--- config.mk ---
export PLATFORM = sky130hd
export DESIGN_NAME = ntc_adc_to_temperature
export DESIGN_NICKNAME = d
export VERILOG_FILES = /design/src/sv/ntc_pkg.sv /design/src/sv/ntc_rom.sv /design/src/sv/ntc_div.sv /design/src/sv/ntc_conv.sv /design/src/sv/ntc_adc_to_temperature.sv
export SDC_FILE = /design/constraint.sdc
export NUM_CORES = 1
export LEC_CHECK = 0
export ABC_AREA = 1
export BUFFER_PORTS_ARGS = -buffer_cell sky130_fd_sc_hd__buf_2
export CELL_PAD_IN_SITES_DETAIL_PLACEMENT = 0
export CELL_PAD_IN_SITES_GLOBAL_PLACEMENT = 1
export CORE_ASPECT_RATIO = 0.7
export CORE_MARGIN = 4
export CORE_UTILIZATION = 35
export CTS_CLUSTER_SIZE = 30
export DETAILED_ROUTE_END_ITERATION = 10
export GPL_TIMING_DRIVEN = 0
export HOLD_SLACK_MARGIN = 0.12
export PLACE_DENSITY_LB_ADDON = 0.1
export REMOVE_ABC_BUFFERS = 1
export SLEW_MARGIN = 20
export SYNTH_ARGS = -nofsm -noshare
export SYNTH_HDL_FRONTEND = slang
export SYNTH_SLANG_ARGS = --single-unit
export TNS_END_PERCENT = 20
--- constraint.sdc ---
create_clock -name i_clk -period 9.9 [get_ports i_clk]
set_input_delay 0 -clock i_clk [delete_from_list [all_inputs] [get_ports i_clk]]
set_output_delay 0 -clock i_clk [all_outputs]
set_load 0.02 [all_outputs]
--- src/sv/ntc_pkg.sv ---
// Shared types and constants for the NTC converter: table geometry,
// range status codes, result and divider interface structs.
// No dependencies.
`default_nettype none

package ntc_pkg;

    localparam int TABLE_ENTRIES = 101;
    localparam int SEARCH_STEPS  = 8;

    localparam int CODE_W   = 12;
    localparam int COUNT_W  = 7;
    localparam int TENTHS_W = 10;
    localparam int STATUS_W = 2;
    // index must also hold TABLE_ENTRIES (initial upper bracket)
    localparam int IDX_W    = $clog2(TABLE_ENTRIES + 1);
    localparam int STEP_W   = (SEARCH_STEPS > 1) ? $clog2(SEARCH_STEPS) : 1;
    localparam int QUOT_W   = 4;
    localparam int NUM_W    = 16;
    localparam int QCNT_W   = 2;

    localparam logic [CODE_W-1:0]  CODE_FIRST    = 12'd3768;
    localparam logic [CODE_W-1:0]  CODE_LAST     = 12'd1327;
    localparam logic [COUNT_W-1:0] SPR_RESET     = 7'd100;
    localparam int                 TENTHS_PER_DEG = 10;

    typedef logic [STATUS_W-1:0] t_status;
    localparam t_status STATUS_IN_RANGE = 2'd0;
    localparam t_status STATUS_COLD     = 2'd1;
    localparam t_status STATUS_HOT      = 2'd2;

    typedef struct packed {
        logic [TENTHS_W-1:0] tenths;
        t_status             status;
        logic [CODE_W-1:0]   code;
    } t_result;

    typedef struct packed {
        logic              start;
        logic [NUM_W-1:0]  num;
        logic [CODE_W-1:0] den;
    } t_div_req;

    typedef struct packed {
        logic              done;
        logic [QUOT_W-1:0] quot;
    } t_div_rsp;

endpackage

`default_nettype wire

--- src/sv/ntc_rom.sv ---
// Descending thermistor code table, one entry per degree, synchronous read.
// Addresses past the table read as zero. Depends on ntc_pkg.
`default_nettype none

module ntc_rom
    import ntc_pkg::*;
(
    input  wire logic              i_clk,
    input  wire logic [IDX_W-1:0]  i_addr,
    output logic      [CODE_W-1:0] o_data
);

    localparam logic [CODE_W-1:0] CODE_TABLE [TABLE_ENTRIES] = '{
        12'd3768, 12'd3760, 12'd3752, 12'd3744, 12'd3736, 12'd3727, 12'd3718,
        12'd3708, 12'd3698, 12'd3688, 12'd3677, 12'd3666, 12'd3655, 12'd3643,
        12'd3631, 12'd3618, 12'd3605, 12'd3591, 12'd3577, 12'd3563, 12'd3548,
        12'd3532, 12'd3516, 12'd3500, 12'd3483, 12'd3466, 12'd3448, 12'd3430,
        12'd3411, 12'd3392, 12'd3372, 12'd3351, 12'd3330, 12'd3309, 12'd3287,
        12'd3266, 12'd3243, 12'd3219, 12'd3195, 12'd3171, 12'd3146, 12'd3121,
        12'd3095, 12'd3069, 12'd3042, 12'd3015, 12'd2987, 12'd2960, 12'd2931,
        12'd2902, 12'd2873, 12'd2844, 12'd2814, 12'd2784, 12'd2754, 12'd2723,
        12'd2692, 12'd2661, 12'd2629, 12'd2597, 12'd2565, 12'd2533, 12'd2500,
        12'd2468, 12'd2436, 12'd2403, 12'd2370, 12'd2337, 12'd2304, 12'd2271,
        12'd2238, 12'd2205, 12'd2172, 12'd2141, 12'd2108, 12'd2074, 12'd2041,
        12'd2008, 12'd1976, 12'd1944, 12'd1912, 12'd1880, 12'd1848, 12'd1817,
        12'd1785, 12'd1755, 12'd1724, 12'd1693, 12'd1663, 12'd1634, 12'd1604,
        12'd1574, 12'd1546, 12'd1517, 12'd1488, 12'd1460, 12'd1433, 12'd1406,
        12'd1380, 12'd1353, 12'd1327
    };

    logic [CODE_W-1:0] r_data;

    always_ff @(posedge i_clk) begin
        if (int'(i_addr) < TABLE_ENTRIES) begin
            r_data <= CODE_TABLE[i_addr];
        end else begin
            r_data <= '0;
        end
    end

    assign o_data = r_data;

endmodule

`default_nettype wire

--- src/sv/ntc_div.sv ---
// Restoring divider, one quotient bit per cycle, for the interpolation
// fraction. Quotient is known to fit QUOT_W bits. Depends on ntc_pkg.
`default_nettype none

module ntc_div
    import ntc_pkg::*;
(
    input  wire logic     i_clk,
    input  wire logic     i_rst_n,
    input  wire t_div_req i_req,
    output t_div_rsp      o_rsp
);

    logic              r_busy;
    logic              r_done;
    logic [QCNT_W-1:0] r_cnt;
    logic [NUM_W-1:0]  r_rem;
    logic [NUM_W-1:0]  r_den_sh;
    logic [QUOT_W-1:0] r_quot;
    logic              w_fit;

    assign w_fit = (r_rem >= r_den_sh);

    always_ff @(posedge i_clk) begin
        if (!i_rst_n) begin
            r_busy <= 1'b0;
            r_done <= 1'b0;
        end else begin
            r_done <= 1'b0;
            if (i_req.start) begin
                r_busy <= 1'b1;
            end else if (r_busy && r_cnt == '0) begin
                r_busy <= 1'b0;
                r_done <= 1'b1;
            end
        end
    end

    always_ff @(posedge i_clk) begin
        if (i_req.start) begin
            r_rem    <= i_req.num;
            r_den_sh <= NUM_W'(i_req.den) << (QUOT_W - 1);
            r_cnt    <= QCNT_W'(QUOT_W - 1);
            r_quot   <= '0;
        end else if (r_busy) begin
            if (w_fit) begin
                r_rem <= r_rem - r_den_sh;
            end
            r_quot   <= {r_quot[QUOT_W-2:0], w_fit};
            r_den_sh <= r_den_sh >> 1;
            r_cnt    <= r_cnt - QCNT_W'(1);
        end
    end

    assign o_rsp.done = r_done;
    assign o_rsp.quot = r_quot;

endmodule

`default_nettype wire

--- src/sv/ntc_conv.sv ---
// Conversion sequencer: range check, binary search over the code ROM,
// then linear interpolation to tenths. Depends on ntc_pkg, ntc_rom, ntc_div.
`default_nettype none

module ntc_conv
    import ntc_pkg::*;
(
    input  wire logic              i_clk,
    input  wire logic              i_rst_n,
    input  wire logic              i_start,
    input  wire logic [CODE_W-1:0] i_code,
    output logic                   o_busy,
    output logic                   o_res_valid,
    input  wire logic              i_res_take,
    output t_result                o_res
);

    localparam logic [2:0] S_IDLE = 3'd0;
    localparam logic [2:0] S_LOOK = 3'd1;
    localparam logic [2:0] S_CMP  = 3'd2;
    localparam logic [2:0] S_TOP  = 3'd3;
    localparam logic [2:0] S_BOT  = 3'd4;
    localparam logic [2:0] S_FRAC = 3'd5;
    localparam logic [2:0] S_DIV  = 3'd6;
    localparam logic [2:0] S_DONE = 3'd7;

    logic [2:0]          r_state, n_state;
    logic [CODE_W-1:0]   r_code;
    logic [IDX_W-1:0]    r_lo, n_lo;
    logic [IDX_W-1:0]    r_hi, n_hi;
    logic [IDX_W-1:0]    r_mid;
    logic [STEP_W-1:0]   r_step;
    logic [CODE_W-1:0]   r_top;
    logic [TENTHS_W-1:0] r_tenths;
    t_status             r_status;

    logic [IDX_W-1:0]    w_mid;
    logic [IDX_W-1:0]    w_rom_addr;
    logic [CODE_W-1:0]   w_rom_data;
    logic [TENTHS_W-1:0] w_lo_tenths;
    logic [TENTHS_W-1:0] w_nlo_tenths;
    logic [TENTHS_W-1:0] w_mid_tenths;
    logic                w_frac_ok;
    t_div_req            w_div_req;
    t_div_rsp            w_div_rsp;

    assign w_mid        = r_lo + ((r_hi - r_lo) >> 1);
    assign w_lo_tenths  = TENTHS_W'(r_lo * TENTHS_PER_DEG);
    assign w_nlo_tenths = TENTHS_W'(n_lo * TENTHS_PER_DEG);
    assign w_mid_tenths = TENTHS_W'(r_mid * TENTHS_PER_DEG);
    assign w_frac_ok    = (r_top > w_rom_data) && (r_top >= r_code);

    always_comb begin
        unique case (r_state)
            S_TOP:   w_rom_addr = r_lo;
            S_BOT:   w_rom_addr = r_hi;
            default: w_rom_addr = w_mid;
        endcase
    end

    ntc_rom u_rom (
        .i_clk  (i_clk),
        .i_addr (w_rom_addr),
        .o_data (w_rom_data)
    );

    assign w_div_req.start = (r_state == S_FRAC) && w_frac_ok;
    assign w_div_req.num   = NUM_W'((r_top - r_code) * TENTHS_PER_DEG);
    assign w_div_req.den   = r_top - w_rom_data;

    ntc_div u_div (
        .i_clk   (i_clk),
        .i_rst_n (i_rst_n),
        .i_req   (w_div_req),
        .o_rsp   (w_div_rsp)
    );

    // bracket update for the compare step
    always_comb begin
        n_lo = (w_rom_data > r_code) ? r_mid : r_lo;
        n_hi = (w_rom_data < r_code) ? r_mid : r_hi;
    end

    always_comb begin
        n_state = r_state;
        unique case (r_state)
            S_IDLE: begin
                if (i_start) begin
                    if (i_code >= CODE_FIRST || i_code <= CODE_LAST) begin
                        n_state = S_DONE;
                    end else begin
                        n_state = S_LOOK;
                    end
                end
            end
            S_LOOK: n_state = S_CMP;
            S_CMP: begin
                if (w_rom_data == r_code) begin
                    n_state = S_DONE;
                end else if (n_hi - n_lo == IDX_W'(1)) begin
                    n_state = S_TOP;
                end else if (r_step == STEP_W'(SEARCH_STEPS - 1)) begin
                    n_state = S_DONE;
                end else begin
                    n_state = S_LOOK;
                end
            end
            S_TOP:  n_state = S_BOT;
            S_BOT:  n_state = S_FRAC;
            S_FRAC: n_state = w_frac_ok ? S_DIV : S_DONE;
            S_DIV:  n_state = w_div_rsp.done ? S_DONE : S_DIV;
            S_DONE: n_state = i_res_take ? S_IDLE : S_DONE;
            default: n_state = S_IDLE;
        endcase
    end

    always_ff @(posedge i_clk) begin
        if (!i_rst_n) begin
            r_state <= S_IDLE;
        end else begin
            r_state <= n_state;
        end
    end

    always_ff @(posedge i_clk) begin
        unique case (r_state)
            S_IDLE: begin
                r_code   <= i_code;
                r_lo     <= '0;
                r_hi     <= IDX_W'(TABLE_ENTRIES);
                r_step   <= '0;
                r_tenths <= '0;
                if (i_code >= CODE_FIRST) begin
                    r_status <= STATUS_COLD;
                end else if (i_code <= CODE_LAST) begin
                    r_status <= STATUS_HOT;
                end else begin
                    r_status <= STATUS_IN_RANGE;
                end
            end
            S_LOOK: r_mid <= w_mid;
            S_CMP: begin
                r_lo   <= n_lo;
                r_hi   <= n_hi;
                r_step <= r_step + STEP_W'(1);
                if (w_rom_data == r_code) begin
                    r_tenths <= w_mid_tenths;
                end else begin
                    // no match: take the lower bracket, which stands when out of steps
                    r_tenths <= w_nlo_tenths;
                end
            end
            S_BOT: r_top <= w_rom_data;
            S_FRAC: r_tenths <= w_lo_tenths;
            S_DIV: begin
                if (w_div_rsp.done) begin
                    r_tenths <= w_lo_tenths + TENTHS_W'(w_div_rsp.quot);
                end
            end
            default: ;
        endcase
    end

    assign o_busy       = (r_state != S_IDLE);
    assign o_res_valid  = (r_state == S_DONE);
    assign o_res.tenths = r_tenths;
    assign o_res.status = r_status;
    assign o_res.code   = r_code;

endmodule

`default_nettype wire

--- src/sv/ntc_adc_to_temperature.sv ---
// A sample that completes no period only updates smoothing and counter. A converting
// one passes up to 7 search steps (ROM lookup, compare) and, unless one matches
// exactly, the bracket reads and the bit-serial divider before the output register;
// an out-of-range one goes straight there. Throughput: one sample per cycle between
// conversions; the input stalls while the sequencer is busy. Synchronous active-low
// reset clears smoothing, counter, output valid and loads a period of 100 samples.
`default_nettype none

module ntc_adc_to_temperature
    import ntc_pkg::*;
(
    input  wire logic                i_clk,
    input  wire logic                i_rst_n,
    input  wire logic                i_in_valid,
    output logic                     o_in_stall,
    input  wire logic [CODE_W-1:0]   i_adc_sample,
    output logic                     o_out_valid,
    input  wire logic                i_out_stall,
    output logic      [TENTHS_W-1:0] o_temperature_tenths,
    output logic      [STATUS_W-1:0] o_range_status,
    output logic      [CODE_W-1:0]   o_smoothed_code,
    input  wire logic                i_cfg_valid,
    output logic                     o_cfg_ready,
    input  wire logic [COUNT_W-1:0]  i_cfg_samples_per_result
);

    logic [CODE_W-1:0]  r_smooth, n_smooth;
    logic [COUNT_W-1:0] r_count, n_count;
    logic [COUNT_W-1:0] r_spr;
    logic               r_out_valid;
    t_result            r_out;

    logic    w_accept;
    logic    w_fire;
    logic    w_busy;
    logic    w_res_valid;
    logic    w_load;
    t_result w_res;

    assign o_cfg_ready = 1'b1;
    assign o_in_stall  = w_busy;
    assign w_accept    = i_in_valid && !w_busy;

    assign n_smooth = CODE_W'(({1'b0, r_smooth} + {1'b0, i_adc_sample}) >> 1);
    assign n_count  = r_count + COUNT_W'(1);
    assign w_fire   = (n_count == r_spr);

    always_ff @(posedge i_clk) begin
        if (!i_rst_n) begin
            r_smooth <= '0;
            r_count  <= '0;
            r_spr    <= SPR_RESET;
        end else begin
            if (i_cfg_valid && o_cfg_ready) begin
                r_spr <= i_cfg_samples_per_result;
            end
            if (w_accept) begin
                r_smooth <= n_smooth;
                r_count  <= w_fire ? '0 : n_count;
            end
        end
    end

    ntc_conv u_conv (
        .i_clk       (i_clk),
        .i_rst_n     (i_rst_n),
        .i_start     (w_accept && w_fire),
        .i_code      (n_smooth),
        .o_busy      (w_busy),
        .o_res_valid (w_res_valid),
        .i_res_take  (w_load),
        .o_res       (w_res)
    );

    // output register frees the sequencer while a result waits
    assign w_load = w_res_valid && (!r_out_valid || !i_out_stall);

    always_ff @(posedge i_clk) begin
        if (!i_rst_n) begin
            r_out_valid <= 1'b0;
        end else if (w_load) begin
            r_out_valid <= 1'b1;
        end else if (!i_out_stall) begin
            r_out_valid <= 1'b0;
        end
    end

    always_ff @(posedge i_clk) begin
        if (w_load) begin
            r_out <= w_res;
        end
    end

    assign o_out_valid          = r_out_valid;
    assign o_temperature_tenths = r_out.tenths;
    assign o_range_status       = r_out.status;
    assign o_smoothed_code      = r_out.code;

endmodule

`default_nettype wire

==> impl_results.md <==
* Vias in the first global route at 11000
* Later-pin clock latency in the skew report at 0.44 ns
* Kind of cell adding the most delay to the critical path: simple AND/OR/NAND/NOR gates
* Sequential cell area fraction in the yosys report at 33.4%
* Unique cell type count in the Yosys netlist at 52
* Endpoints failing hold at 0
* Worst-path fanout max at 17
* Die height at 171 um
* Clock Sinks at 165
* Clock-pin slew on the worst setup and hold paths at 0.07 ns
* Total of max-cap violations at 0
* Via/cell ratio at 5.09
* Die Wd at 240 um
* Worst-Margin Slew at 1.12 ns
* Fill count at 3912
* Worst Path Buf+Inv at 3
* Initial antenna violation count at 0
* Slowest-stage cell, CP: o21ai_0
* Initial Util at 35.5%
* CP Capture Type: register
* Status: finished clean
* RSZ-0062 raised after global routing: no
* TNS Setup at 0 ns
* Synthesized instance count at 1735
* Grt ovf at 0
* Period utilisation layout at 51.2%
* Final Critical Period at 5.07 ns
* Synthesized cell area at 0.0132 mm^2
* Crit path required time at 10.08 ns
* Via count at 11700
* Crit path cell chain: inv_1, ha_1, nand2_1, inv_1, nand2_1, nor2_1, nand2_1, nand3_1, nand2_1, o21ai_0, inv_1, ha_1, ha_1, nand3_1, nand3_1, a21o_1, a21oi_1, xor2_1, o211ai_1, nand3_1
* DRC Markers at 0
* First-pass GRT wire length at 62600 um
* CTS H-tree depth at 4
* CTS tree: built
* Worst Path Arrival at 5.25 ns
* Clk buf depth at 2
* Crit path largest cell delay at 0.75 ns
* Area Overhead vs Synth at 12.5%
* Core area at 0.0372 mm^2
* Critical path class: reg2reg
* Router iterations before antenna repair at 5
* Clk root buf: clkbuf_16
* Layout cell share with drive strength beyond 1 at 6.76%
* Highest-count cells in the layout ignoring fill and taps: 395 x nand2_1, 246 x inv_1, 153 x ha_1
* Post-CTS sizing at 0
* Ant diodes at 0
* WL final at 39500 um
* Core Rows at 59
* Setup-failing EPs final at 0
* Layout net count at 1981
* Syn Area/Cell at 7.62 um^2
* Die footprint at 0.0410 mm^2
* Clk_skew at 0.0101 ns
* Routed Antenna Nets at 0
* Startpoint Class: register
* WL/cell at 17.2 um
* Total CTS buffers at 17
* Yosys reg bits at 165
* Yosys warnings at 0
* Fin. max-slew vios at 0
* Max Clock Freq at 0.197 GHz
* Initial DRC count at 881
* Max-slew headroom at 25.6%
* Largest net degree at the start of global routing at 59
* Gr usage total at 19.6%
* Placer Congestion at 0.843
* Commonest non-fill, non-tap cell in the layout: nand2_1
* HPWL Detailed at 30600 um
* I/O Pins at 51
* Worst min path class: in2reg
* Buffers on Ports at 49
[synthesized netlist by cell type, drive strengths merged]
master / count / area, um^2
buf: 25 / 144
inv: 253 / 950
or2: 9 / 56.3
nor3b: 1 / 7.51
xor2: 46 / 403
a221oi: 1 / 8.76
nand3b: 7 / 52.6
o311ai: 1 / 8.76
o21a: 7 / 52.6
o221ai: 3 / 26.3
o21bai: 6 / 48.8
a211oi: 3 / 22.5
o221a: 1 / 11.3
conb: 1 / 3.75
a21oi: 109 / 561
nand3: 141 / 711
a31oi: 5 / 31.3
clkbuf: 18 / 67.6
o2111ai: 1 / 8.76
mux2i: 1 / 10.0
o22ai: 5 / 31.3
o21ai: 120 / 616
o211ai: 27 / 203
a211o: 1 / 8.76
a21o: 10 / 75.1
clkinv: 3 / 11.3
nand4: 27 / 169
xnor2: 28 / 245
dfxtp: 54 / 1080
o31ai: 1 / 7.51
fa: 12 / 240
ha: 153 / 1910
nor2: 132 / 522
nand2: 398 / 1500
nor4: 2 / 12.5
nor3: 12 / 60.1
edfxtp: 111 / 3330
[state kept, by name (all words and copies together) (netlist names), 10 cells and up]
name and flops:
o_smoothed_code 12, o_temperature_tenths 10, r_smooth 12, u_conv.r_code 12, u_conv.r_tenths 10, u_conv.r_top 12
u_conv.u_div.r_den_sh 15, u_conv.u_div.r_rem 16, u_conv.u_rom.o_data 12
[worst reg2reg max path: stages (launching register included)]
cell	delay, ns
edfxtp_1	0.42
inv_1	0.10
ha_1	0.30
nand2_1	0.05
inv_1	0.06
nand2_1	0.07
nor2_1	0.14
nand2_1	0.11
nand3_1	0.44
nand2_1	0.48
o21ai_0	0.76
inv_1	0.18
ha_1	0.38
ha_1	0.30
nand3_1	0.09
nand3_1	0.10
a21o_1	0.18
a21oi_1	0.15
xor2_1	0.10
o211ai_1	0.28
nand3_1	0.13
[routing by layer]
layer	wire (um)	track usage, %	share of wire [%]	up-vias
met5	0	0	0	-
met4	499	3.89	1.3	0
met3	2140	3.48	5.4	30
met2	15400	27.2	39	291
met1	21400	31.3	54	5439
li1	-	-	-	5916
[through the flow]
step                std cells  setup slack, ns  hold slack, ns  cell area (um^2)  util (%)
finish                   2293             4.83           0.166             14900      40.0
global route             2293             4.38           0.180             14900      40.0
CTS                      2292             4.92           0.145             14800      39.9
detailed placement       2233             4.94           0.213             13900      37.5
global placement         2229             4.43           0.213             13900      37.3
floorplan                1692             6.10          0.0841             13000         -
[cells by family (layout without fill, tap and decap cells)]
family | after synthesis | after routing | share of synthesized area (%)
compound gates | 301 | 301 | 13.0
xor+xnor | 74 | 74 | 4.90
fa+ha+maj | 165 | 165 | 16.3
buf+inv | 299 | 369 | 8.87
flops | 165 | 165 | 33.4
mux | 1 | 1 | 0.0757
other cells | 1 | 1 | 0.0284
simple gates | 729 | 729 | 23.4
[final cells by class]
cell class	instances	area [um^2]	area share, %
multi-input combinational	1271	7670	51.6
timing repair buffer	81	588	3.96
clock buffer	18	429	2.89
inverter	256	961	6.46
clock inverter	14	189	1.27
sequential	165	4420	29.7
tap	488	611	4.11
[worst paths after layout]
kind	start	end	slack (ns)	cells past startpoint
hold reg to reg	u_conv.r_status[0]	o_range_status[0]	0.42	0
setup reg to reg	u_conv.r_code[11]	u_conv.r_tenths[9]	4.83	20
hold / removal	i_adc_sample[2]	u_conv.r_code[1]	0.17	3
setup / recovery	u_conv.r_code[11]	u_conv.r_tenths[9]	4.83	20
[what timing repair did]
action	in CTS	in global routing
setup buffers	0	0
hold buffers	27	0
endpoints found under the hold margin	26	0
setup endpoints to repair	0	0
Power is not shown: default switching activity piles up to over one toggle a cycle in this logic, so the estimate is an artifact.
